## config.mk

```make
export PLATFORM = sky130hd
export DESIGN_NAME = pvp_cell
export DESIGN_NICKNAME = d
export VERILOG_FILES = /design/src/rtl/pvp_pkg.sv /design/src/rtl/pvp_cell.sv
export SDC_FILE = /design/constraint.sdc
export NUM_CORES = 1
export LEC_CHECK = 0
export ABC_AREA = 1
export BUFFER_PORTS_ARGS = -buffer_cell sky130_fd_sc_hd__buf_2
export CELL_PAD_IN_SITES_DETAIL_PLACEMENT = 0
export CELL_PAD_IN_SITES_GLOBAL_PLACEMENT = 2
export CORE_MARGIN = 3
export CORE_UTILIZATION = 30
export DETAILED_ROUTE_END_ITERATION = 8
export PLACE_DENSITY = 0.83
export SLEW_MARGIN = 20
export SYNTH_ARGS = -nofsm -noshare
export SYNTH_HDL_FRONTEND = slang
export SYNTH_SLANG_ARGS = --single-unit
```

## constraint.sdc

```tcl
create_clock -name clk -period 2.4 [get_ports clk]
set_clock_uncertainty 0.2 [all_clocks]
set_input_delay 0.24 -clock clk [delete_from_list [all_inputs] [get_ports clk]]
set_output_delay 0.24 -clock clk [all_outputs]
set_load 0.005 [all_outputs]
```

## src/rtl/pvp_pkg.sv

```systemverilog
// Package for the perspective vertex projection unit.
// Holds the word types, datapath widths and register indexes. No dependencies.
`default_nettype none
package pvp_pkg;
  localparam int CW    = 32;
  localparam int FB    = 16;
  localparam int MAG_W = 2 * CW + 2;
  localparam int IDX_W = 3;

  typedef enum logic [IDX_W-1:0] {
    REG_X_SCALE  = 3'd0,
    REG_Y_SCALE  = 3'd1,
    REG_Z_SCALE  = 3'd2,
    REG_Z_OFFSET = 3'd3,
    REG_CAM_DIST = 3'd4
  } reg_idx_t;

  typedef struct packed {
    logic signed [CW-1:0] in_x;
    logic signed [CW-1:0] in_y;
    logic signed [CW-1:0] in_z;
  } in_word_t;

  typedef struct packed {
    logic signed [CW-1:0] out_x;
    logic signed [CW-1:0] out_y;
    logic signed [CW-1:0] out_z;
    logic                 w_was_zero;
    logic                 saturated;
  } out_word_t;

  typedef struct packed {
    logic [CW:0]   rem;
    logic [CW-1:0] quo;
  } lane_t;

  typedef struct packed {
    logic [CW:0]      div;
    lane_t [2:0]      lane;
    logic [2:0]       neg;
    logic [2:0]       ovf;
    logic             wzero;
  } cell_word_t;

  function automatic logic [MAG_W-1:0] mag_of(input logic signed [MAG_W-1:0] v);
    mag_of = v[MAG_W-1] ? MAG_W'(-v) : MAG_W'(v);
  endfunction
endpackage
`default_nettype wire

```

## src/rtl/pvp_cell.sv

```systemverilog
// One restoring-divide cell: produces one quotient bit for each of three lanes.
// Depends on pvp_pkg.
`default_nettype none
module pvp_cell
  import pvp_pkg::*;
(
  input  wire logic       clk,
  input  wire logic       rst_n,
  input  wire logic       en,
  input  wire logic       in_valid,
  input  wire cell_word_t in_word,
  output logic            out_valid_r,
  output cell_word_t      out_word_r
);
  cell_word_t word_nxt;
  logic [CW+1:0] trial [3];
  logic [CW+1:0] diff  [3];

  always_comb begin
    word_nxt = in_word;
    for (int i = 0; i < 3; i++) begin
      trial[i] = {in_word.lane[i].rem, in_word.lane[i].quo[CW-1]};
      diff[i]  = trial[i] - {1'b0, in_word.div};
      if (!diff[i][CW+1]) begin
        word_nxt.lane[i].rem = diff[i][CW:0];
      end else begin
        word_nxt.lane[i].rem = trial[i][CW:0];
      end
      word_nxt.lane[i].quo = {in_word.lane[i].quo[CW-2:0], ~diff[i][CW+1]};
    end
  end

  always_ff @(posedge clk) begin
    if (!rst_n) begin
      out_valid_r <= 1'b0;
    end else if (en) begin
      out_valid_r <= in_valid;
    end
    if (en) begin
      out_word_r <= word_nxt;
    end
  end
endmodule
`default_nettype wire

```

==> impl_results.md, run 1 <==
- Root buf cell: clkbuf_16
- DR vias: 19300
- Grt met3 use: 3.87%
- Sequential area share after synthesis: 40.4%
- Initial antenna violation count: 5
- Final Max Slew Viols: 0
- Layout Nets: 3807
- Endpoints failing setup: 0
- Initial drt markers: 1059
- CORE AREA: 57000 µm²
- Outcome: completed
- Crit path cell chain: dlygate4sd3_1 > buf_2 > ha_1 > nand2_1 > inv_2 > nand2_2 > inv_2 > nand2_1 > a21oi_2 > nor2_4 > buf_12 > nand3_4 > buf_12 > nand3_1 > nand2_1
- M2 GR Usage: 41.0%
- Max cap viols: 0
- Vias/cell: 4.53
- Count of final hold-check violations: 0
- CP Class: input port to flip-flop
- Clock transition at path regs: 60 ps
- CP bufs+invs: 6
- Wire per inst: 18.7 µm
- Yosys warns: 0
- Num ports: 475
- Critical Path RT: 2530 ps
- CTS Buf Count: 28
- Yosys top cell area share: 40.3%
- Pwr dens: 538 nW/µm²
- Area delta synth->final: 62.0%
- Met1 Use GR: 32.9%
- CP Max Fanout: 17
- GR Overflow Total: 0
- Total Wirelength: 79.5 mm
- Worst r2r path cells: 3
- CP peak stage delay: 550 ps
- Syn_nets: 2679
- Grt peak-use layer: met2
- FF-to-FF setup slack: 1020 ps
- Die Y: 248 µm
- Final Util: 49.7%
- Post-route ant nets: 0
- H-tree depth: 1
- Clock Sink Count: 236
- Leak: 14.8 nW
- Fin crit share: 99.9%
- Cell taking the most area after synthesis: edfxtp_1
- Hold path endpoint: out_word_r[169]
- Hold Crit Depth: 6
- Skew-Pair Late Insertion Delay: 560 ps
- Flops & latches, synth: 236
- Gate count after technology mapping: 2338
- Global-route wire length before repair: 113 mm
- Initial core utilization: 30.7%
- VDD IR-drop max: 0.468 mV
- RSZ-0062 raised after global routing: true
- Hold_ws: 71.6 ps
- Pre-Repair DR Iteration Count: 6
- Vias in the first global route: 18800
- Slowest-stage cell, CP: dlygate4sd3_1
- Worst setup EP type: flip-flop
- Synthesized area: 17500 µm²
- DPL Wire Length: 64.4 mm
- Signal arrival time at the worst endpoint: 2520 ps
- Largest delay share family, worst path: buffers and inverters
- Top post-synthesis cells by area: edfxtp_1 (40%), nand2_1 (18%), inv_1 (9.5%)
- Reg2Reg Capture Point: out_valid_r
- Most common cell type on the critical path: nand2_1
- Row cnt: 87
- CTS tree: built
- F_max: 0.417 GHz
- Fin crit period: 2400 ps
- Die footprint: 61300 µm²
- Share of layout cells above drive strength 1: 34.3%
- Port bufs: 474
- Hold Crit Class: input port to flip-flop
- Hold_sp: in_word[168]
- DRC Markers: 0
- Worst-Margin Slew: 561 ps
- Fillers: 5541
- CP startpoint kind: input port
- Largest net degree at the start of global routing: 43
- GRT Util Overall: 24.7%
- GPL Wtd Cong: 0.954
- Syn Area/Cell: 7.49 µm²
- Critical R2R Launch: out_valid_r
- Horiz. Die Dim: 248 µm
- Netlist cell types: 32
- Slew headroom: 62.6%
- Max Root-Sink Buffers: 3
logic make-up after synthesis:
family	Yosys count	share of synthesized area [%]
compound gates	77	2.39
xor+xnor	45	2.25
fa+ha+maj	102	7.42
buf+inv	486	11.6
flops	236	40.4
simple gates	1392	35.9
layer usage:
metal / share of wire (%) / up-vias
li1: - / 9635
met1: 44 / 8879
met2: 46 / 636
met3: 6.7 / 103
met4: 3.4 / 2
met5: 0.015 / -
sequential cells by signal, indices dropped and copies added (netlist names):
register and count:
out_valid_r 1, out_word_r 235
cell usage in the layout, fill, tap and decap left out, types with 4 or more instances in the layout:
cell,n
nand2_1,822
buf_2,469
inv_1,435
buf_4,392
edfxtp_1,235
dlygate4sd3_1,234
nand3_1,230
nor2_1,101
ha_1,60
nand3_2,52
nand2_2,50
a21oi_1,48
xor2_1,41
ha_4,38
buf_12,32
clkbuf_16,31
nor2_2,25
and2_1,25
nor3_1,17
a21oi_2,16
nand2_4,15
nand4_1,15
inv_2,14
nor3_2,9
clkbuf_1,8
nand3_4,7
nor3_4,6
o21bai_1,6
nand2_8,6
nor2_4,5
or2_2,5
diode_2,4
bufinv_16,4
final cells by class:
type	count	area, µm²	share of cell area, %
diodes	4	10.0	0.0353
clock buffers	37	756	2.66
clock inverters	15	198	0.697
inverters	449	1690	5.94
multi-input cells	1618	9320	32.8
flip-flops and latches	236	7080	25.0
well taps	756	946	3.34
repair buffers	1133	8370	29.5
timing repair:
action	4_1_cts	5_1_grt
buffers inserted	0	3
gates resized for setup	0	169
hold buffers	235	0
setup endpoints to repair	0	102
endpoints found under the hold margin	265	0
metrics by stage:
step / setup WS, ps / cells / setup TNS (ps) / cell area, µm² / power (mW)
after global routing: -56.1 / 4247 / -998 / 28400 / 16.1
final: 1.41 / 4248 / 0 / 28400 / 15.3
after CTS: 0.678 / 4238 / 0 / 27300 / 15.1
after floorplan: 292 / 2338 / 0 / 17500 / 7.60
after global placement: -447 / 3951 / -37070 / 24000 / 10.2
after detailed placement: -456 / 3951 / -38050 / 24000 / 10.2
cells in the mapped netlist:
library cell	n
dfxtp_1	1
nor3_4	3
a21oi_2	3
nand3_2	45
o21ai_1	2
nand4_1	15
buf_6	20
edfxtp_1	235
inv_1	442
o21ai_0	2
nand3b_1	3
inv_2	7
fa_1	3
nor2_1	124
nand2_4	15
xnor2_1	3
nor2_4	3
nand3_1	238
nor2_2	4
nand2_1	861
a21o_1	2
xor2_1	42
nor3_2	2
o21bai_1	7
a21oi_1	61
and2_1	26
ha_1	99
nor3_1	27
buf_4	17
nand2_2	15
nand3_4	6
or2_2	5
worst min-delay path, stage by stage:
cell and delay, ps:
buf_2 110, inv_1 50, ha_1 120, inv_1 40, nand3_1 70, nand2_1 50
report_power, final:
group	switching (mW)	internal, mW
Clock	1.82	2.66
Combinational	3.00	2.53
Sequential	0.155	5.11
Total	4.97	10.3
worst max-delay path by stage:
| stage | endpoint | cells past startpoint | slack, ps | startpoint |
|---|---|---|---|---|
| after floorplan | out_word_r[123] | 13 | 290 | in_word[228] |
| after global placement | out_word_r[136] | 14 | -450 | in_word[226] |
| after detailed placement | out_word_r[46] | 13 | -460 | in_word[226] |
| after CTS | out_word_r[114] | 15 | 0.7 | in_word[116] |
| after global routing | out_word_r[44] | 15 | -60 | in_word[61] |
| final | out_word_r[44] | 15 | 1 | in_word[59] |
Note: power is estimated with default switching activity, not from simulation.
==> run 2, diff against run 1 <==
Settings changed: ABC_AREA 1 to 0, BUFFER_PORTS_ARGS -buffer_cell sky130_fd_sc_hd__buf_2 to unset, CORE_UTILIZATION 30 to 40, DONT_BUFFER_PORTS set to 1, PLACE_DENSITY 0.83 to 0.81.
==> impl_results.md, run 2 <==
- Synth Area in Simple Gates: 7.77%
- Area delta synth->final: 59.8%
- Synthesized area: 13500 µm²
- M2 GR Usage: 47.9%
- Yosys warns: 0
- Total Wirelength: 53.1 mm
- Max reg flops: 235
- Final Max Slew Viols: 0
- CP bufs+invs: 4
- Grt met3 use: 6.15%
- Worst setup EP type: flip-flop
- Synth Area in Adders: 9.60%
- Fin crit period: 2870 ps
- Root buf cell: clkbuf_16
- Pwr dens: 646 nW/µm²
- Xor/xnor share of the synthesized area: 5.90%
- Syn_nets: 1484
- Die footprint: 36100 µm²
- CTS Buf Count: 27
- CP Max Fanout: 6
- Yosys top cell area share: 52.1%
- DPL Wire Length: 36.2 mm
- Largest register by flop count: out_word_r
- VDD IR-drop max: 0.553 mV
- Count of final hold-check violations: 170
- Flops & latches, synth: 236
- Commonest non-fill, non-tap cells in the layout: buf_4 (321), dlygate4sd3_1 (237), edfxtp_1 (235)
- Vias in the first global route: 12200
- Wire per inst: 24.1 µm
- Multi-input combinational cell area: 7250 µm²
- Horiz. Die Dim: 190 µm
- Hold_ws: -417 ps
- DR vias: 11800
- CP startpoint kind: input port
- Share of layout cells above drive strength 1: 37.2%
- Slew headroom: 59.0%
- GPL Wtd Cong: 0.898
- Layout Nets: 2081
- Port bufs: 0
- Cell taking the most area after synthesis: edfxtp_1
- Largest delay share family, worst path: compound AO/OA/AOI/OAI gates
- Max cap viols: 0
- Global-route wire length before repair: 74.6 mm
- Netlist cell types: 65
- Synth cell count leaders: edfxtp_1 (235), ha_1 (99), a21oi_1 (94)
- Endpoints failing setup: 102
- Row cnt: 66
- Vias/cell: 5.38
- Largest net degree at the start of global routing: 237
- CORE AREA: 32900 µm²
- Fin crit share: 119%
- Grt peak-use layer: met2
- Failing checks: negative hold slack, negative setup slack
- Setup ws final: -467 ps
- DRC Markers: 0
- Num ports: 475
- Worst-Margin Slew: 614 ps
- Largest registers: out_word_r: 235 flops, out_valid_r: 1 flops
- Crit path cell chain: clkinvlp_4 > ha_4 > o211ai_1 > a21oi_4 > o21ai_2 > o211a_1 > a2111oi_4 > a311oi_2 > o21bai_1 > buf_4 > xor2_4 > buf_6 > clkbuf_16 > mux2_4
- Hold Crit Class: input port to flip-flop
- Die Y: 190 µm
- Post-route ant nets: 0
- Pre-Repair DR Iteration Count: 5
- CP peak stage delay: 420 ps
- CTS tree: built
- RSZ-0062 raised after global routing: true
- Setup TNS: -36650 ps
- Initial drt markers: 544
- Most common cell after layout, fill and taps aside: buf_4
- Clock Sink Count: 236
- Critical Path RT: 2500 ps
- Top post-synthesis cells by area: edfxtp_1 (52%), ha_1 (9.2%), xnor2_1 (3.5%)
- Main combinational cell family by area after synthesis: compound AO/OA/AOI/OAI gates
- GR Overflow Total: 0
- Sequential area share after synthesis: 52.3%
- Skew-Pair Late Insertion Delay: 540 ps
- Power Total: 14.0 mW
- Slowest-stage cell, CP: a2111oi_4
- Fillers: 2465
- Ys flop type: edfxtp_1
- CP Class: input port to flip-flop
- Register area: 7080 µm²
- Max Root-Sink Buffers: 3
- Ys async rst share: 0%
- Post-synthesis mux area share: 5.69%
- Outcome: complete, but fails checks
- Met1 Use GR: 31.9%
- F_max: 0.349 GHz
- GRT Util Overall: 27.3%
- H-tree depth: 1
- Most frequent cell after synthesis: edfxtp_1
- Gate count after technology mapping: 1143
- Initial core utilization: 41.1%
- Signal arrival time at the worst endpoint: 2970 ps
- Leak: 9.09 nW
- Compound-cell area share of the yosys netlist: 15.5%
- Syn Area/Cell: 11.8 µm²
- Clock transition at path regs: 70 ps
- Initial antenna violation count: 2
- Post-synth EDFFs: 235
==> run 2: area by class of cell <==
type	count	share of cell area, %
clock buffers	32	3.26
repair buffers	605	25.8
flip-flops and latches	236	32.7
diodes	1	0.0116
multi-input cells	807	33.5
well taps	442	2.56
clock inverters	18	0.821
inverters	63	1.30
==> run 2: logic make-up after synthesis <==
kind of cell | Yosys count
compound gates | 328
xor+xnor | 89
fa+ha+maj | 102
buf+inv | 100
flops | 236
mux | 61
simple gates | 227
==> run 2: stage by stage <==
stage / instances / util, % / setup WS, ps / hold WS [ps] / area, µm²
finish: 2204 / 65.7 / -467 / -417 / 21600
global route: 2204 / 65.7 / -510 / -440 / 21600
CTS: 2183 / 63.2 / -414 / -437 / 20800
detailed placement: 1870 / 51.1 / -1230 / 139 / 16800
global placement: 1870 / 51.1 / -1130 / 139 / 16800
floorplan: 1143 / - / -964 / 139 / 14100
==> run 2: routing by layer <==
| metal | share of wire (%) | wire (µm) |
|---|---|---|
| met4 | 5.6 | 2950 |
| met5 | 0.021 | 11 |
| met2 | 49 | 26200 |
| met1 | 38 | 20100 |
| met3 | 7.3 | 3890 |
==> run 2: path summary, 6_finish.rpt <==
| kind | slack, ps | from | endpoint | cells past startpoint |
|---|---|---|---|---|
| hold / removal | -420 | in_word[202] | out_word_r[202] | 0 |
| setup reg to reg | 910 | out_valid_r | out_valid_r | 3 |
| hold reg to reg | 1020 | out_valid_r | out_valid_r | 3 |
| setup / recovery | -470 | in_word[205] | out_word_r[122] | 14 |
==> run 2: report_power, final <==
part | internal, mW | switching (mW) | leakage (nW)
Clock | 2.34 | 1.79 | 0.428
Sequential | 5.18 | 0.399 | 2.31
Combinational | 2.40 | 1.86 | 6.35
Total | 9.93 | 4.05 | 9.09
==> run 2: repair_timing <==
action	CTS	global route
gates cloned	7	10
buffers inserted	25	12
endpoints found under the setup margin	102	102
hold buffers	233	5
pin swaps	27	60
gates resized for setup	102	128
hold endpoints to repair	470	244
==> run 3, diff against run 2 <==
Settings changed: ABC_AREA 0 to 1, CORE_UTILIZATION 40 to 36, PLACE_DENSITY 0.81 to 0.82.
==> impl_results.md, run 3 (synthesized netlist as in run 1, its figures left out) <==
- Fillers: 4652
- Signal arrival time at the worst endpoint: 2430 ps
- Worst-Margin Slew: 453 ps
- H-tree depth: 1
- Slew headroom: 69.8%
- Count of final hold-check violations: 235
- CP Max Fanout: 4
- Pre-Repair DR Iteration Count: 5
- Layout Nets: 3262
- CP Class: input port to flip-flop
- Num ports: 475
- Vias in the first global route: 16900
- VDD IR-drop max: 0.437 mV
- Largest net degree at the start of global routing: 238
- Failing checks: negative hold slack
- Max reg flops: 235
- F_max: 0.434 GHz
- Post-route ant nets: 0
- DRC Markers: 0
- Row cnt: 80
- Register area: 7080 µm²
- Die footprint: 51300 µm²
- Post-route insts no fill: 3563
- Worst r2r path cells: 3
- Initial core utilization: 36.6%
- Fin crit period: 2300 ps
- Largest register by flop count: out_word_r
- Global-route wire length before repair: 110 mm
- Endpoints failing setup: 0
- Port bufs: 0
- Clock Sink Count: 236
- FF-to-FF setup slack: 990 ps
- Crit path cell chain: dlygate4sd3_1 > ha_4 > nand2_1 > inv_1 > nand2_1 > nor3_2 > nand2_1 > nand2_1 > nand2_1 > nand3_1 > nand2_1 > nand3_1 > nand2_1
- GR Overflow Total: 0
- Max Root-Sink Buffers: 3
- Total Wirelength: 77.2 mm
- Final Util: 50.8%
- Hold Crit Depth: 0
- Placed Instances: 3264
- Critical Path RT: 2530 ps
- Worst setup EP type: flip-flop
- Most common cell after layout, fill and taps aside: nand2_1
- Clock transition at path regs: 70 ps
- Reg2Reg Capture Point: out_valid_r
- CP startpoint kind: input port
- Vias/cell: 4.89
- Initial drt markers: 1282
- GRT Util Overall: 29.1%
- Multi-input combinational cell area: 8450 µm²
- Root buf cell: clkbuf_16
- Horiz. Die Dim: 227 µm
- Outcome: complete, but fails checks
- Die Y: 227 µm
- Hold_ws: -400 ps
- Hold Crit Class: input port to flip-flop
- Initial antenna violation count: 9
- CORE AREA: 47800 µm²
- Most common cell type on the critical path: nand2_1
- Wire per inst: 21.7 µm
- Pwr dens: 585 nW/µm²
- Max cap viols: 0
- Skew-Pair Late Insertion Delay: 560 ps
- Critical R2R Launch: out_valid_r
- Final Max Slew Viols: 0
- Fin crit share: 96.0%
- CTS Buf Count: 26
- Area delta synth->final: 38.7%
- GPL Wtd Cong: 0.939
- Commonest non-fill, non-tap cells in the layout: nand2_1 (860), inv_1 (438), buf_4 (327)
- Largest registers: out_word_r: 235 flops, out_valid_r: 1 flops
- Share of layout cells above drive strength 1: 17.5%
- DR vias: 17400
- Leak: 12.5 nW
- Hold path endpoint: out_word_r[79]
- DPL Wire Length: 61.3 mm
- Hold_sp: en
- CTS tree: built
- CP peak stage delay: 630 ps
- Slowest-stage cell, CP: dlygate4sd3_1
[run 3: cell type report]
cell class                      instances  area share (%)
Antenna cell                            7          0.0721
Clock buffer                           28            2.71
Clock inverter                         20            1.12
Inverter                              449            6.99
Multi-Input combinational cell       1616            34.8
Sequential cell                       236            29.1
Tap cell                              615            3.17
Timing Repair Buffer                  592            22.0
[run 3: worst max-delay path by stage]
stage / from / endpoint / depth (start not counted)
2_1_floorplan: in_word[228] / out_word_r[123] / 13
3_3_place_gp: in_word[210] / out_word_r[197] / 13
3_5_place_dp: in_word[210] / out_word_r[197] / 16
4_1_cts: in_word[179] / out_word_r[197] / 13
5_1_grt: in_word[179] / out_word_r[190] / 14
6_report: in_word[179] / out_word_r[197] / 13
[run 3: through the flow]
| stage | instance area, µm² | setup TNS [ps] | power, mW | worst slack [ps] | hold WS (ps) |
|---|---|---|---|---|---|
| after floorplan | 17500 | 0 | 7.60 | 292 | 133 |
| after global placement | 20800 | -23090 | 9.38 | -318 | 139 |
| after detailed placement | 20800 | -23280 | 9.38 | -289 | 139 |
| after CTS | 24100 | 0 | 14.2 | 45.7 | -476 |
| after global routing | 24300 | -23.3 | 14.9 | -11.1 | -414 |
| final | 24300 | 0 | 14.2 | 96.7 | -400 |
[run 3: layer usage]
layer  vias up  share of wire [%]  track usage [%]
met1      8045                 43             38.2
met5         -              0.098                0
met3       135                8.1             6.93
li1       8552                  -                -
met4        12                4.0             10.5
met2       681                 44             47.0
[run 3: what timing repair did]
item,in CTS,in global routing
buffers inserted,0,2
gates resized for setup,0,12
hold buffers,239,3
hold endpoints to repair,471,237
endpoints found under the setup margin,0,35
[run 3: power by group]
group / leakage (nW) / switching [mW] / internal (mW)
sequential: 2.31 / 0.379 / 5.13
clock: 0.448 / 1.88 / 2.56
combinational: 9.70 / 2.34 / 1.91
total: 12.5 / 4.60 / 9.60
[run 3: worst max-delay path, delay by kind of cell]
family,cells,cell delay [ps]
AND/OR/NAND/NOR,10,1150
buffers and inverters,2,720
adder cells (fa/ha/maj),1,320
